**src/rtl/base64_codec_with_line_wrap_core_macros.svh**
```systemverilog
// assertion macros used by the result buffer of the base64 codec rtl
`ifndef BASE64_CODEC_WITH_LINE_WRAP_CORE_MACROS_SVH
`define BASE64_CODEC_WITH_LINE_WRAP_CORE_MACROS_SVH

// same-cycle implication, clocked on clock and disabled in reset
`define B64LW_ASSERT_NOW(lbl, ante, cons, msg) \
   lbl: assert property (@(posedge clock) disable iff (reset) (ante) |-> (cons)) \
      else $error(msg);

// next-cycle implication, clocked on clock and disabled in reset
`define B64LW_ASSERT_NEXT(lbl, ante, cons, msg) \
   lbl: assert property (@(posedge clock) disable iff (reset) (ante) |=> (cons)) \
      else $error(msg);

`endif

```
**src/rtl/b64lw_pkg.sv**
```systemverilog
// types, constants and helper functions of the base64 codec
package b64lw_pkg;

   localparam int MaxRes = 6;
   localparam int ResCountWidth = $clog2(MaxRes + 1);

   localparam logic [7:0] CharPad = 8'h3D;
   localparam logic [7:0] CharNewline = 8'h0A;
   localparam logic [15:0] WrapWidthReset = 16'd76;

   typedef enum logic [1:0] {
      CSR_DECODE_MODE,
      CSR_IGNORE_GARBAGE,
      CSR_WRAP_WIDTH
   } b64lw_csr_index_type;

   typedef enum logic [1:0] {
      CK_DATA,
      CK_PAD,
      CK_NEWLINE,
      CK_BAD
   } b64lw_char_kind_type;

   typedef struct packed {
      b64lw_char_kind_type kind;
      logic [5:0]          value;
   } b64lw_char_type;

   typedef struct packed {
      logic        decode_mode;
      logic        ignore_garbage;
      logic [15:0] wrap_width;
   } b64lw_cfg_type;

   typedef struct packed {
      logic [7:0] data;
      logic       err;
   } b64lw_res_type;

   typedef struct packed {
      logic                       load;
      logic [ResCountWidth-1:0]   count;
      b64lw_res_type [MaxRes-1:0] res;
   } b64lw_batch_type;

   // six-bit value to alphabet character
   function automatic logic [7:0] b64lw_encode_char(input logic [5:0] v);
      logic [7:0] r;
      if (v < 6'd26) begin
         r = 8'h41 + {2'b00, v};
      end else if (v < 6'd52) begin
         r = 8'h61 + {2'b00, v} - 8'd26;
      end else if (v < 6'd62) begin
         r = 8'h30 + {2'b00, v} - 8'd52;
      end else if (v == 6'd62) begin
         r = 8'h2B;
      end else begin
         r = 8'h2F;
      end
      return r;
   endfunction

   // character to kind and six-bit value
   function automatic b64lw_char_type b64lw_decode_char(input logic [7:0] c);
      b64lw_char_type r;
      r.kind = CK_DATA;
      r.value = '0;
      case (c) inside
         [8'h41:8'h5A]: r.value = 6'(c - 8'h41);
         [8'h61:8'h7A]: r.value = 6'(c - 8'h61 + 8'd26);
         [8'h30:8'h39]: r.value = 6'(c - 8'h30 + 8'd52);
         8'h2B:         r.value = 6'd62;
         8'h2F:         r.value = 6'd63;
         CharPad:       r.kind = CK_PAD;
         CharNewline:   r.kind = CK_NEWLINE;
         default:       r.kind = CK_BAD;
      endcase
      return r;
   endfunction

endpackage

```
**src/rtl/b64lw_intf.sv**
```systemverilog
// channel interfaces of the base64 codec

interface b64lw_req_if;
   logic       valid;
   logic       ready;
   logic       cmd;
   logic [7:0] in_byte;
   modport source (output valid, output cmd, output in_byte, input ready);
   modport sink (input valid, input cmd, input in_byte, output ready);
endinterface

interface b64lw_rsp_if;
   logic       valid;
   logic       ready;
   logic [7:0] out_byte;
   logic       error;
   logic       last;
   modport source (output valid, output out_byte, output error, output last, input ready);
   modport sink (input valid, input out_byte, input error, input last, output ready);
endinterface

interface b64lw_csr_if;
   logic        valid;
   logic        ready;
   logic [1:0]  index;
   logic [15:0] data;
   modport source (output valid, output index, output data, input ready);
   modport sink (input valid, input index, input data, output ready);
endinterface

```
**src/rtl/b64lw_csr_regs.sv**
```systemverilog
// configuration registers of the base64 codec
module b64lw_csr_regs
   import b64lw_pkg::*;
(
   input  logic          clock,
   input  logic          reset,
   b64lw_csr_if.sink     csr_ch,
   output b64lw_cfg_type cfg
);

   b64lw_cfg_type cfg_ff;

   assign csr_ch.ready = 1'b1;
   assign cfg = cfg_ff;

   always_ff @(posedge clock) begin
      if (reset) begin
         cfg_ff.decode_mode <= 1'b0;
         cfg_ff.ignore_garbage <= 1'b0;
         cfg_ff.wrap_width <= WrapWidthReset;
      end else if (csr_ch.valid) begin
         case (csr_ch.index)
            CSR_DECODE_MODE:    cfg_ff.decode_mode <= csr_ch.data[0];
            CSR_IGNORE_GARBAGE: cfg_ff.ignore_garbage <= csr_ch.data[0];
            CSR_WRAP_WIDTH:     cfg_ff.wrap_width <= csr_ch.data;
            default: ;
         endcase
      end
   end

endmodule

```
**src/rtl/b64lw_step.sv**
```systemverilog
// stream state and per-transaction result generation
module b64lw_step
   import b64lw_pkg::*;
(
   input  logic            clock,
   input  logic            reset,
   input  logic            accept,
   input  logic            cmd,
   input  logic [7:0]      in_byte,
   input  b64lw_cfg_type   cfg,
   output b64lw_batch_type batch
);

   logic [1:0]  gp_ff, gp_in;
   logic [5:0]  carry_ff, carry_in;
   logic        pad_ff, pad_in;
   logic [15:0] col_ff, col_in;
   logic        err_ff, err_in;

   always_comb begin
      b64lw_char_type           dec;
      logic [2:0][7:0]          chars;
      logic [1:0]               nch;
      logic                     flush_nl;
      logic [15:0]              col;
      logic [ResCountWidth-1:0] n;
      b64lw_res_type [MaxRes-1:0] res;

      gp_in = gp_ff;
      carry_in = carry_ff;
      pad_in = pad_ff;
      err_in = err_ff;
      chars = '0;
      nch = '0;
      flush_nl = 1'b0;
      col = col_ff;
      n = '0;
      res = '0;
      dec = b64lw_decode_char(in_byte);

      if (!cmd) begin
         if (!cfg.decode_mode) begin
            case (gp_ff)
               2'd0: begin
                  chars[0] = b64lw_encode_char(in_byte[7:2]);
                  nch = 2'd1;
                  carry_in = {4'b0, in_byte[1:0]};
                  gp_in = 2'd1;
               end
               2'd1: begin
                  chars[0] = b64lw_encode_char({carry_ff[1:0], in_byte[7:4]});
                  nch = 2'd1;
                  carry_in = {2'b0, in_byte[3:0]};
                  gp_in = 2'd2;
               end
               default: begin
                  chars[0] = b64lw_encode_char({carry_ff[3:0], in_byte[7:6]});
                  chars[1] = b64lw_encode_char(in_byte[5:0]);
                  nch = 2'd2;
                  carry_in = '0;
                  gp_in = 2'd0;
               end
            endcase
         end else if (!err_ff && dec.kind != CK_NEWLINE) begin
            if (dec.kind == CK_BAD) begin
               if (!cfg.ignore_garbage) begin
                  res[n] = '{data: 8'h00, err: 1'b1};
                  n = n + 1'b1;
                  err_in = 1'b1;
               end
            end else if ((dec.kind == CK_PAD && gp_ff < 2'd2) ||
                         (dec.kind == CK_DATA && pad_ff)) begin
               res[n] = '{data: 8'h00, err: 1'b1};
               n = n + 1'b1;
               err_in = 1'b1;
            end else begin
               case (gp_ff)
                  2'd0: begin
                     carry_in = dec.value;
                     gp_in = 2'd1;
                  end
                  2'd1: begin
                     res[n] = '{data: {carry_ff, dec.value[5:4]}, err: 1'b0};
                     n = n + 1'b1;
                     carry_in = {2'b0, dec.value[3:0]};
                     gp_in = 2'd2;
                  end
                  2'd2: begin
                     if (dec.kind == CK_PAD) begin
                        pad_in = 1'b1;
                        carry_in = '0;
                     end else begin
                        res[n] = '{data: {carry_ff[3:0], dec.value[5:2]}, err: 1'b0};
                        n = n + 1'b1;
                        carry_in = {4'b0, dec.value[1:0]};
                     end
                     gp_in = 2'd3;
                  end
                  default: begin
                     if (dec.kind == CK_PAD) begin
                        pad_in = 1'b0;
                     end else begin
                        res[n] = '{data: {carry_ff[1:0], dec.value}, err: 1'b0};
                        n = n + 1'b1;
                     end
                     carry_in = '0;
                     gp_in = 2'd0;
                  end
               endcase
            end
         end
      end else begin
         if (cfg.decode_mode) begin
            if (err_ff || gp_ff != 2'd0) begin
               res[n] = '{data: 8'h00, err: 1'b1};
               n = n + 1'b1;
            end
         end else begin
            case (gp_ff)
               2'd1: begin
                  chars[0] = b64lw_encode_char({carry_ff[1:0], 4'b0});
                  chars[1] = CharPad;
                  chars[2] = CharPad;
                  nch = 2'd3;
               end
               2'd2: begin
                  chars[0] = b64lw_encode_char({carry_ff[3:0], 2'b0});
                  chars[1] = CharPad;
                  nch = 2'd2;
               end
               default: ;
            endcase
            flush_nl = 1'b1;
         end
      end

      // emit characters with line wrapping
      for (int i = 0; i < 3; i++) begin
         if (2'(i) < nch) begin
            res[n] = '{data: chars[i], err: 1'b0};
            n = n + 1'b1;
            col = col + 16'd1;
            if (cfg.wrap_width != 16'd0 && col >= cfg.wrap_width) begin
               res[n] = '{data: CharNewline, err: 1'b0};
               n = n + 1'b1;
               col = '0;
            end
         end
      end
      if (flush_nl && cfg.wrap_width != 16'd0 && col != 16'd0) begin
         res[n] = '{data: CharNewline, err: 1'b0};
         n = n + 1'b1;
      end

      col_in = col;
      if (cmd) begin
         gp_in = '0;
         carry_in = '0;
         pad_in = 1'b0;
         col_in = '0;
         err_in = 1'b0;
      end

      batch.load = accept;
      batch.count = n;
      batch.res = res;
   end

   always_ff @(posedge clock) begin
      if (reset) begin
         gp_ff <= '0;
         carry_ff <= '0;
         pad_ff <= 1'b0;
         col_ff <= '0;
         err_ff <= 1'b0;
      end else if (accept) begin
         gp_ff <= gp_in;
         carry_ff <= carry_in;
         pad_ff <= pad_in;
         col_ff <= col_in;
         err_ff <= err_in;
      end
   end

endmodule

```
**src/rtl/b64lw_resbuf.sv**
```systemverilog
// result buffer and output register
module b64lw_resbuf
   import b64lw_pkg::*;
(
   input  logic            clock,
   input  logic            reset,
   input  b64lw_batch_type batch,
   output logic            take_ok,
   b64lw_rsp_if.source     rsp_ch
);

`include "base64_codec_with_line_wrap_core_macros.svh"

   b64lw_res_type [MaxRes-1:0] buf_ff;
   logic [ResCountWidth-1:0]   cnt_ff;
   logic [ResCountWidth-1:0]   idx_ff;
   logic                       valid_ff;
   logic [7:0]                 data_ff;
   logic                       err_ff;
   logic                       last_ff;
   logic                       pop;
   logic                       final_sel;

   assign final_sel = (idx_ff + 1'b1) == cnt_ff;
   assign pop = (idx_ff != cnt_ff) && (!valid_ff || rsp_ch.ready);
   assign take_ok = (idx_ff == cnt_ff) || (pop && final_sel);

   assign rsp_ch.valid = valid_ff;
   assign rsp_ch.out_byte = data_ff;
   assign rsp_ch.error = err_ff;
   assign rsp_ch.last = last_ff;

   always_ff @(posedge clock) begin
      if (reset) begin
         cnt_ff <= '0;
         idx_ff <= '0;
         valid_ff <= 1'b0;
      end else begin
         if (batch.load) begin
            cnt_ff <= batch.count;
            idx_ff <= '0;
         end else if (pop) begin
            idx_ff <= idx_ff + 1'b1;
         end
         if (pop) begin
            valid_ff <= 1'b1;
         end else if (rsp_ch.ready) begin
            valid_ff <= 1'b0;
         end
      end
   end

   always_ff @(posedge clock) begin
      if (batch.load) begin
         buf_ff <= batch.res;
      end
      if (pop) begin
         data_ff <= buf_ff[idx_ff].data;
         err_ff <= buf_ff[idx_ff].err;
         last_ff <= final_sel;
      end
   end

   `B64LW_ASSERT_NOW(a_idx_bound, 1'b1, idx_ff <= cnt_ff, "read index past result count")
   `B64LW_ASSERT_NEXT(a_final_last, pop && final_sel, valid_ff && last_ff, "final result lacks last")
   `B64LW_ASSERT_NOW(a_err_zero, valid_ff && err_ff, data_ff == 8'h00, "error result with data")
   `B64LW_ASSERT_NEXT(a_load_pending, batch.load && batch.count != '0, idx_ff != cnt_ff,
                      "loaded results not pending")

endmodule

```
**src/rtl/base64_codec_with_line_wrap_core.sv**
```systemverilog
// accepted results go to the result buffer, then one by one to the output register
// throughput: one transaction per cycle when it yields at most one result and the
// receiver accepts; else a new one waits while the single-entry output register
// drains the buffer; transactions that yield no result do not occupy it
// reset: synchronous, clears stream state and buffers, loads configuration defaults
// top level of the base64 codec with line wrapping
module base64_codec_with_line_wrap_core
   import b64lw_pkg::*;
(
   input  logic        clock,
   input  logic        reset,
   b64lw_req_if.sink   req_ch,
   b64lw_rsp_if.source rsp_ch,
   b64lw_csr_if.sink   csr_ch
);

   b64lw_cfg_type   cfg;
   b64lw_batch_type batch;
   logic            take_ok;
   logic            accept;

   assign req_ch.ready = take_ok;
   assign accept = req_ch.valid && take_ok;

   b64lw_csr_regs u_csr (
      .clock  (clock),
      .reset  (reset),
      .csr_ch (csr_ch),
      .cfg    (cfg)
   );

   b64lw_step u_step (
      .clock   (clock),
      .reset   (reset),
      .accept  (accept),
      .cmd     (req_ch.cmd),
      .in_byte (req_ch.in_byte),
      .cfg     (cfg),
      .batch   (batch)
   );

   b64lw_resbuf u_resbuf (
      .clock   (clock),
      .reset   (reset),
      .batch   (batch),
      .take_ok (take_ok),
      .rsp_ch  (rsp_ch)
   );

endmodule

```
**src/flat_wrapper.sv**
```systemverilog
// flat-port wrapper written by rule: the top's interface ports become plain ports
module base64_codec_with_line_wrap_core_flat import b64lw_pkg::*;
  (clock, reset, req_ch_valid, req_ch_cmd, req_ch_in_byte, req_ch_ready, rsp_ch_valid, rsp_ch_out_byte, rsp_ch_error, rsp_ch_last, rsp_ch_ready, csr_ch_valid, csr_ch_index, csr_ch_data, csr_ch_ready);
  b64lw_req_if req_ch_i ();
  b64lw_rsp_if rsp_ch_i ();
  b64lw_csr_if csr_ch_i ();
  input  logic clock;
  input  logic reset;
  input wire logic [$bits(req_ch_i.valid)-1:0] req_ch_valid;
  input wire logic [$bits(req_ch_i.cmd)-1:0] req_ch_cmd;
  input wire logic [$bits(req_ch_i.in_byte)-1:0] req_ch_in_byte;
  output wire logic [$bits(req_ch_i.ready)-1:0] req_ch_ready;
  output wire logic [$bits(rsp_ch_i.valid)-1:0] rsp_ch_valid;
  output wire logic [$bits(rsp_ch_i.out_byte)-1:0] rsp_ch_out_byte;
  output wire logic [$bits(rsp_ch_i.error)-1:0] rsp_ch_error;
  output wire logic [$bits(rsp_ch_i.last)-1:0] rsp_ch_last;
  input wire logic [$bits(rsp_ch_i.ready)-1:0] rsp_ch_ready;
  input wire logic [$bits(csr_ch_i.valid)-1:0] csr_ch_valid;
  input wire logic [$bits(csr_ch_i.index)-1:0] csr_ch_index;
  input wire logic [$bits(csr_ch_i.data)-1:0] csr_ch_data;
  output wire logic [$bits(csr_ch_i.ready)-1:0] csr_ch_ready;
  assign req_ch_i.valid = req_ch_valid;
  assign req_ch_i.cmd = req_ch_cmd;
  assign req_ch_i.in_byte = req_ch_in_byte;
  assign req_ch_ready = req_ch_i.ready;
  assign rsp_ch_valid = rsp_ch_i.valid;
  assign rsp_ch_out_byte = rsp_ch_i.out_byte;
  assign rsp_ch_error = rsp_ch_i.error;
  assign rsp_ch_last = rsp_ch_i.last;
  assign rsp_ch_i.ready = rsp_ch_ready;
  assign csr_ch_i.valid = csr_ch_valid;
  assign csr_ch_i.index = csr_ch_index;
  assign csr_ch_i.data = csr_ch_data;
  assign csr_ch_ready = csr_ch_i.ready;
  base64_codec_with_line_wrap_core u_core (.clock(clock), .reset(reset), .req_ch(req_ch_i), .rsp_ch(rsp_ch_i), .csr_ch(csr_ch_i));
endmodule
```
**config.mk**
```make
export PLATFORM = sky130hd
export DESIGN_NAME = base64_codec_with_line_wrap_core_flat
export DESIGN_NICKNAME = d
export VERILOG_FILES = /design/src/rtl/b64lw_pkg.sv /design/src/rtl/b64lw_intf.sv /design/src/rtl/b64lw_csr_regs.sv /design/src/rtl/b64lw_step.sv /design/src/rtl/b64lw_resbuf.sv /design/src/rtl/base64_codec_with_line_wrap_core.sv /design/src/flat_wrapper.sv
export VERILOG_INCLUDE_DIRS = /design/src /design/src/rtl
export SDC_FILE = /design/constraint.sdc
export NUM_CORES = 1
export LEC_CHECK = 0
export BUFFER_PORTS_ARGS = -buffer_cell sky130_fd_sc_hd__buf_2
export CORE_MARGIN = 2
export CORE_UTILIZATION = 50
export CTS_CLUSTER_SIZE = 12
export DETAILED_ROUTE_END_ITERATION = 12
export GPL_TIMING_DRIVEN = 0
export PLACE_DENSITY = 0.67
export SLEW_MARGIN = 5
export SYNTH_ARGS = -nofsm -noshare
export SYNTH_HDL_FRONTEND = slang
export SYNTH_SLANG_ARGS = --single-unit
```
**constraint.sdc**
```tcl
create_clock -name clock -period 36.1 [get_ports clock]
set_clock_uncertainty 0.2 [all_clocks]
set_input_delay 5.415 -clock clock [delete_from_list [all_inputs] [get_ports clock]]
set_output_delay 5.415 -clock clock [all_outputs]
set_load 0.02 [all_outputs]
```
* Word-level counts from Yosys, hierarchy flattened
Index checks and enable logic that the tools add are counted.
** Word-level totals
- Word-level logic and storage cells :: 342
- Input bits :: 32
- Output and inout port bits :: 13
- Flip-flop bits (word level) :: 115
** Operators by class
- Muxes and demuxes :: 141
- Reductions and logical operators :: 46
- Order comparisons :: 46
- $add $sub $neg :: 46
- Eq/ne operators :: 25
- Bitwise gates (word level) :: 12
** Operator list (number)
- $mux 54 :: 7
- $demux 9 s3 :: 7
- $and 42x42->42 :: 4
- $not 42->42 :: 4
- $bwmux 54 :: 3
- $mux 8 :: 20
- $mux 16 :: 9
- $mux 9 :: 15
- $add 7x6->8 const A :: 12
- $lt 6x6->1 const B :: 12
- $mux 6 :: 11
- $add 16x1->16 const B :: 3
- $ge 16x16->1 :: 3
- $or 12x12->12 :: 4
- $sub 7x6->8 const B :: 6
- $sub 8x5->8 const B :: 6
- $mux 3 :: 15
- $add 6x6->7 const A :: 6
- $lt 6x5->1 const B :: 6
- $lt 3x4->1 const B :: 8
- $mux 2 :: 16
- $reduce_bool 16->1 :: 2
- $pmux 14 s2 :: 1
- $bmux 9 s3 :: 1
- other kinds (43) :: 135

* Logic depth before layout (Yosys ltp)
- Word-level depth :: 35
- Gate-level depth with buffers :: 52
- Mapped depth without buffers :: 49

* Hierarchy
From an unflattened synthesis, not the netlist that was laid out.
** Second synthesis, totals
- Cell total of the unflattened synthesis :: 1595
- Area, all modules :: 12396.9 um^2
** Modules (own cells, without submodules)
- b64lw_step :: cells each 1370, seq. area each 520.5 um^2, area an instance 8837.2 um^2, times used 1
- b64lw_resbuf :: cells each 144, seq. area each 2062.0 um^2, area an instance 2737.6 um^2, times used 1
- b64lw_csr_regs :: cells each 80, seq. area each 360.3 um^2, area an instance 815.8 um^2, times used 1
- base64_codec_with_line_wrap_core :: cells each 1, seq. area each 0.0 um^2, area an instance 6.3 um^2, times used 1

* Least setup slack after synthesis
OpenSTA, ideal clock, no wires.
- Kind :: input-to-reg
- Start :: input req_ch_cmd
- End :: register u_core.u_resbuf.buf_ff[20] (netlist name), data pin
- Library setup time :: 273 ps
- Arrival time :: 14895 ps
- Data required time :: 35627 ps
- Buffers on the path :: 3
- Setup slack :: 20732 ps
- Stages on the path :: 42
- Cells stage by stage :: nor3b_2 -> or2_1 -> buf_2 -> nor2_1 -> nand4_1 -> o21ai_1 -> ha_1 -> nor2b_1 -> nand2_1 -> or4b_1 -> or2_2 -> xnor2_1 -> nor2_1 -> ha_1 -> nand2_1 -> o21ai_0 -> nor4_1 -> a211oi_1 -> [... 6 more ...] -> a211oi_1 -> nand3_1 -> nor4_1 -> xor2_1 -> ha_1 -> a21o_1 -> a211oi_1 -> o211ai_1 -> a21oi_1 -> or2_2 -> clkbuf_1 -> a21oi_1 -> o21ai_0 -> or4_1 -> or4_1 -> or4b_1 -> o311ai_2 -> o211ai_1
** RTL lines
- start: declaration :: RTL line flat_wrapper.sv:10 : input wire logic [$bits(req_ch_i.cmd)-1:0] req_ch_cmd;
- end signal: assignment :: RTL line b64lw_resbuf.sv:55 : buf_ff <= batch.res;
- end: declaration :: RTL line b64lw_resbuf.sv:14 : b64lw_res_type [MaxRes-1:0] buf_ff;

==> results.md <==
* Cell Rows at 55
* Height of the die at 154.9 um
* Post-route ant nets at 0
* GR Layer Usage met1 at 0.4812
* Area after DPL at 0.01196 mm2
* TritonRoute pass-1 iters at 7
* Hold-fix buffers, CTS at 0
* Core Box Area at between 0.02 and 0.025 mm2
* Die area at 0.02399 mm2
* Worst Hold Class: flip-flop to flip-flop
* Maximum vdd drop at about 0.033 mV
* Routed wire per std cell at 21.04 um
* Worst setup slack after layout at around 18 ns
* CP Launch Type: input port
* Cell repeated most along the worst path: ha_1
* Starting density of the core at 0.5058
* Cells after Synth at between 1,500 and 2,000
* Synthesized flop and latch total at 100
* Pre-CTS setup slack at approximately 18 ns
* Final Hold Violating Endpoints at 0
* CTS sink cnt at 100
* Fin util at 0.5452
* Largest net degree at the start of global routing at between 40 and 50
* Layout cell share with drive strength beyond 1 at 0.07343
* Final Setup Violations at 0
* Global Route Usage Sum at 0.3272
* Clk_lat worst skew at ~0.36 ns
* Period minus WS final at about 18 ns
* Top FF cell, synth: dfxtp_1
* CTS HTree Levels at 3
* Grt met3 use at 0.05738
* Status: finished, final reports clean
* Met2 usage at 0.5012
* Flop pwr share at 0.318
* Int Power at approximately 290 uW
* FFs w/ async S/R, synth at 0
* Gr busiest metal: met2
* XOR/XNOR share of the synthesized area at 0.05837
* RePlAce Congestion at ~1.0
* EDFF count, synth at 49
* Sw frac at 0.4508
* # resized after CTS at 0
* Clk root buf: clkbuf_16
* Detailed Place HPWL at between 30 and 40 mm
* Vias at roughly 12,000
* Crit Path Class: input port to flip-flop
* Worst path slowest cell: nor4_1
* CP Max Fanout at 10
* Maximum operating frequency at approximately 55 MHz
* Setup Buffers After CTS at 0
* Initial DRC Count at around 1,500
* CTS clk-pin slew, worst paths at about 0.080 ns
* Mapped Area at between 0.01 and 0.015 mm2
* Syn Area/Cell at between 7 and 8 um2
* Final nets at between 1,500 and 2,000
* CTS tree: built
* Setup TNS at 0 ns
* Synth warn at 0
* Vias per Instance at 6.501
* Slew Limit Fails at 0
* Switching power at 240.5 uW
* Main combinational cell family by area after synthesis: compound AO/OA/AOI/OAI gates
* R2R cell count at between 40 and 50
* Fillcell total at about 2,300
* Crit path largest cell delay at about 0.65 ns
* Compound-Gate Fraction of Synth Area at 0.2840
* Comb pwr share at 0.491
* Sequential Area at approximately 0.0025 mm2
* Clock power share at 0.191
* Max_slew headroom at 0.07079
* WP data required at 35.99 ns
* Area Growth Syn to Fin at 7.794%
* Global-route wire length before repair at between 60 and 70 mm
* Vias in the first global route at 11,070
* DRC viols at 0
* Cell variety after synth at 90
* TritonCTS buffer count at 9
* Gr ovfl total at 0
* Hold Path Stages at 2
* Slew @ Worst Pin at 1.385 ns
* Cell area after layout at approximately 0.012 mm2
* Simple-gate portion of the synthesized area at 0.2591
* Initial antenna violation count at 1
* Adder-cell share of the synthesized area at 0.1000
* Worst Path Arrival at 18.23 ns
* Sequential element share of the synthesized area at 0.2190
* Input/output buffers at 43
* PwrDens at 43.48 mW/mm2
* Multi-input logic area at slightly above 0.008 mm2
* IO Count at 45
* CP Capture Type: flip-flop
* RSZ-0062 raised after global routing: false
* Worst hold slack at 0.2752 ns
* Die W at 154.9 um
* Leak Pwr at 4.529 nW
* Post-synthesis mux area share at 0.02748
* Final wirelength at around 40 mm
* Clock Path Buffers at 2
* Maxcap violations at 0
* Fin crit share at 0.5081
* Syn_nets at between 1,500 and 2,000
[final cells by class]
| cell class | instances | area share |
|---|---|---|
| Antenna cell | 1 | 0.0002040 |
| Buffer | 85 | 0.02743 |
| Clock buffer | 9 | 0.01836 |
| Clock inverter | 7 | 0.007036 |
| Inverter | 67 | 0.02060 |
| Multi-Input combinational cell | 1296 | 0.6766 |
| Sequential cell | 100 | 0.2031 |
| Tap cell | 285 | 0.02906 |
| Timing Repair Buffer | 43 | 0.01754 |
[power by group through the flow]
stage | combinational (mW) | sequential, mW | clock (mW)
after CTS | 0.257 | 0.170 | 0.103
after floorplan | 0.175 | 0.179 | 0
after global placement | 0.253 | 0.172 | 0
after global routing | 0.285 | 0.173 | 0.106
after detailed placement | 0.256 | 0.173 | 0
final | 0.262 | 0.170 | 0.102
[worst paths after layout]
path                      startpoint                          to  slack, ns
max                       req_ch_cmd  u_core.u_resbuf.buf_ff[11]      17.76
min             u_core.u_csr.cfg[14]        u_core.u_csr.cfg[14]       0.28
max reg2reg  u_core.u_step.col_ff[1]  u_core.u_resbuf.buf_ff[11]      20.96
min reg2reg     u_core.u_csr.cfg[14]        u_core.u_csr.cfg[14]       0.28
[per-stage QoR]
stage / power [mW] / instances
after floorplan: 0.3536 / 1548
after global placement: 0.4255 / 1876
after detailed placement: 0.4287 / 1876
after CTS: 0.5296 / 1892
after global routing: 0.5650 / 1893
final: 0.5335 / 1893
[cell families (layout without fill, tap and decap cells)]
family	after synthesis	in the layout
flip-flops	100	100
XOR/XNOR	75	75
buffers and inverters	152	211
multiplexers	21	21
other	1	2
AO/OA/AOI/OAI	494	494
AND/OR/NAND/NOR	614	614
adder cells (fa/ha/maj)	91	91
[metal layers]
layer	routed length, um	share of wire
met5	0	0
met1	18090	0.45
met4	843	0.021
met2	16920	0.42
met3	3966	0.10
[state kept, by name, indices dropped and copies added (netlist names)]
name	count
u_core.u_resbuf.buf_ff	39
u_core.u_resbuf.rsp_ch.valid	1
u_core.u_step.gp_ff	2
u_core.u_resbuf.cnt_ff	3
u_core.u_resbuf.idx_ff	3
u_core.u_resbuf.rsp_ch.error	1
u_core.u_csr.cfg	18
u_core.u_step.col_ff	16
u_core.u_step.err_ff	1
u_core.u_resbuf.rsp_ch.last	1
u_core.u_step.pad_ff	1
u_core.u_resbuf.rsp_ch.out_byte	8
u_core.u_step.carry_ff	6
[placed cells by master, fill, tap and decap left out, drive strengths merged, types with 23 or more instances in the layout]
master / netlist / routed
xor2: 23 / 23
nor3: 49 / 49
clkbuf: 67 / 76
a211oi: 29 / 29
ha: 91 / 91
xnor2: 52 / 52
o21ai: 122 / 122
dfxtp: 51 / 51
nand3: 64 / 64
edfxtp: 49 / 49
nand2: 201 / 201
a31oi: 24 / 24
inv: 63 / 66
a21oi: 135 / 135
buf: 18 / 61
nor2: 144 / 144
[Yosys cell counts (all sizes together) (9+ instances only)]
cell type | n | share of area
inv | 63 | 0.021
a22o | 12 | 0.0092
o311ai | 12 | 0.011
a211oi | 29 | 0.019
nand4 | 17 | 0.0093
o21ai | 122 | 0.054
a221oi | 11 | 0.0090
and2 | 9 | 0.0049
nand3 | 64 | 0.029
a21o | 13 | 0.0086
a31oi | 24 | 0.013
xnor2 | 52 | 0.041
dfxtp | 51 | 0.090
nand2b | 19 | 0.010
a21oi | 135 | 0.059
a22oi | 12 | 0.0079
edfxtp | 49 | 0.13
or3 | 20 | 0.011
xor2 | 23 | 0.018
buf | 18 | 0.0075
nor2b | 15 | 0.0082
o31ai | 16 | 0.011
nor2 | 144 | 0.047
nor4 | 19 | 0.010
mux2i | 11 | 0.0097
nand2 | 201 | 0.067
nor3 | 49 | 0.022
o211ai | 20 | 0.016
or2 | 17 | 0.0093
ha | 91 | 0.10
clkbuf | 67 | 0.022
[critical path, delay by kind of cell]
kind,cells,cell delay (ns)
simple gates,19,6.69
compound gates,13,3.33
buf+inv,5,1.25
fa+ha+maj,4,1.19
xor+xnor,2,0.35
No activity file was read; power rests on OpenSTA's default activity.
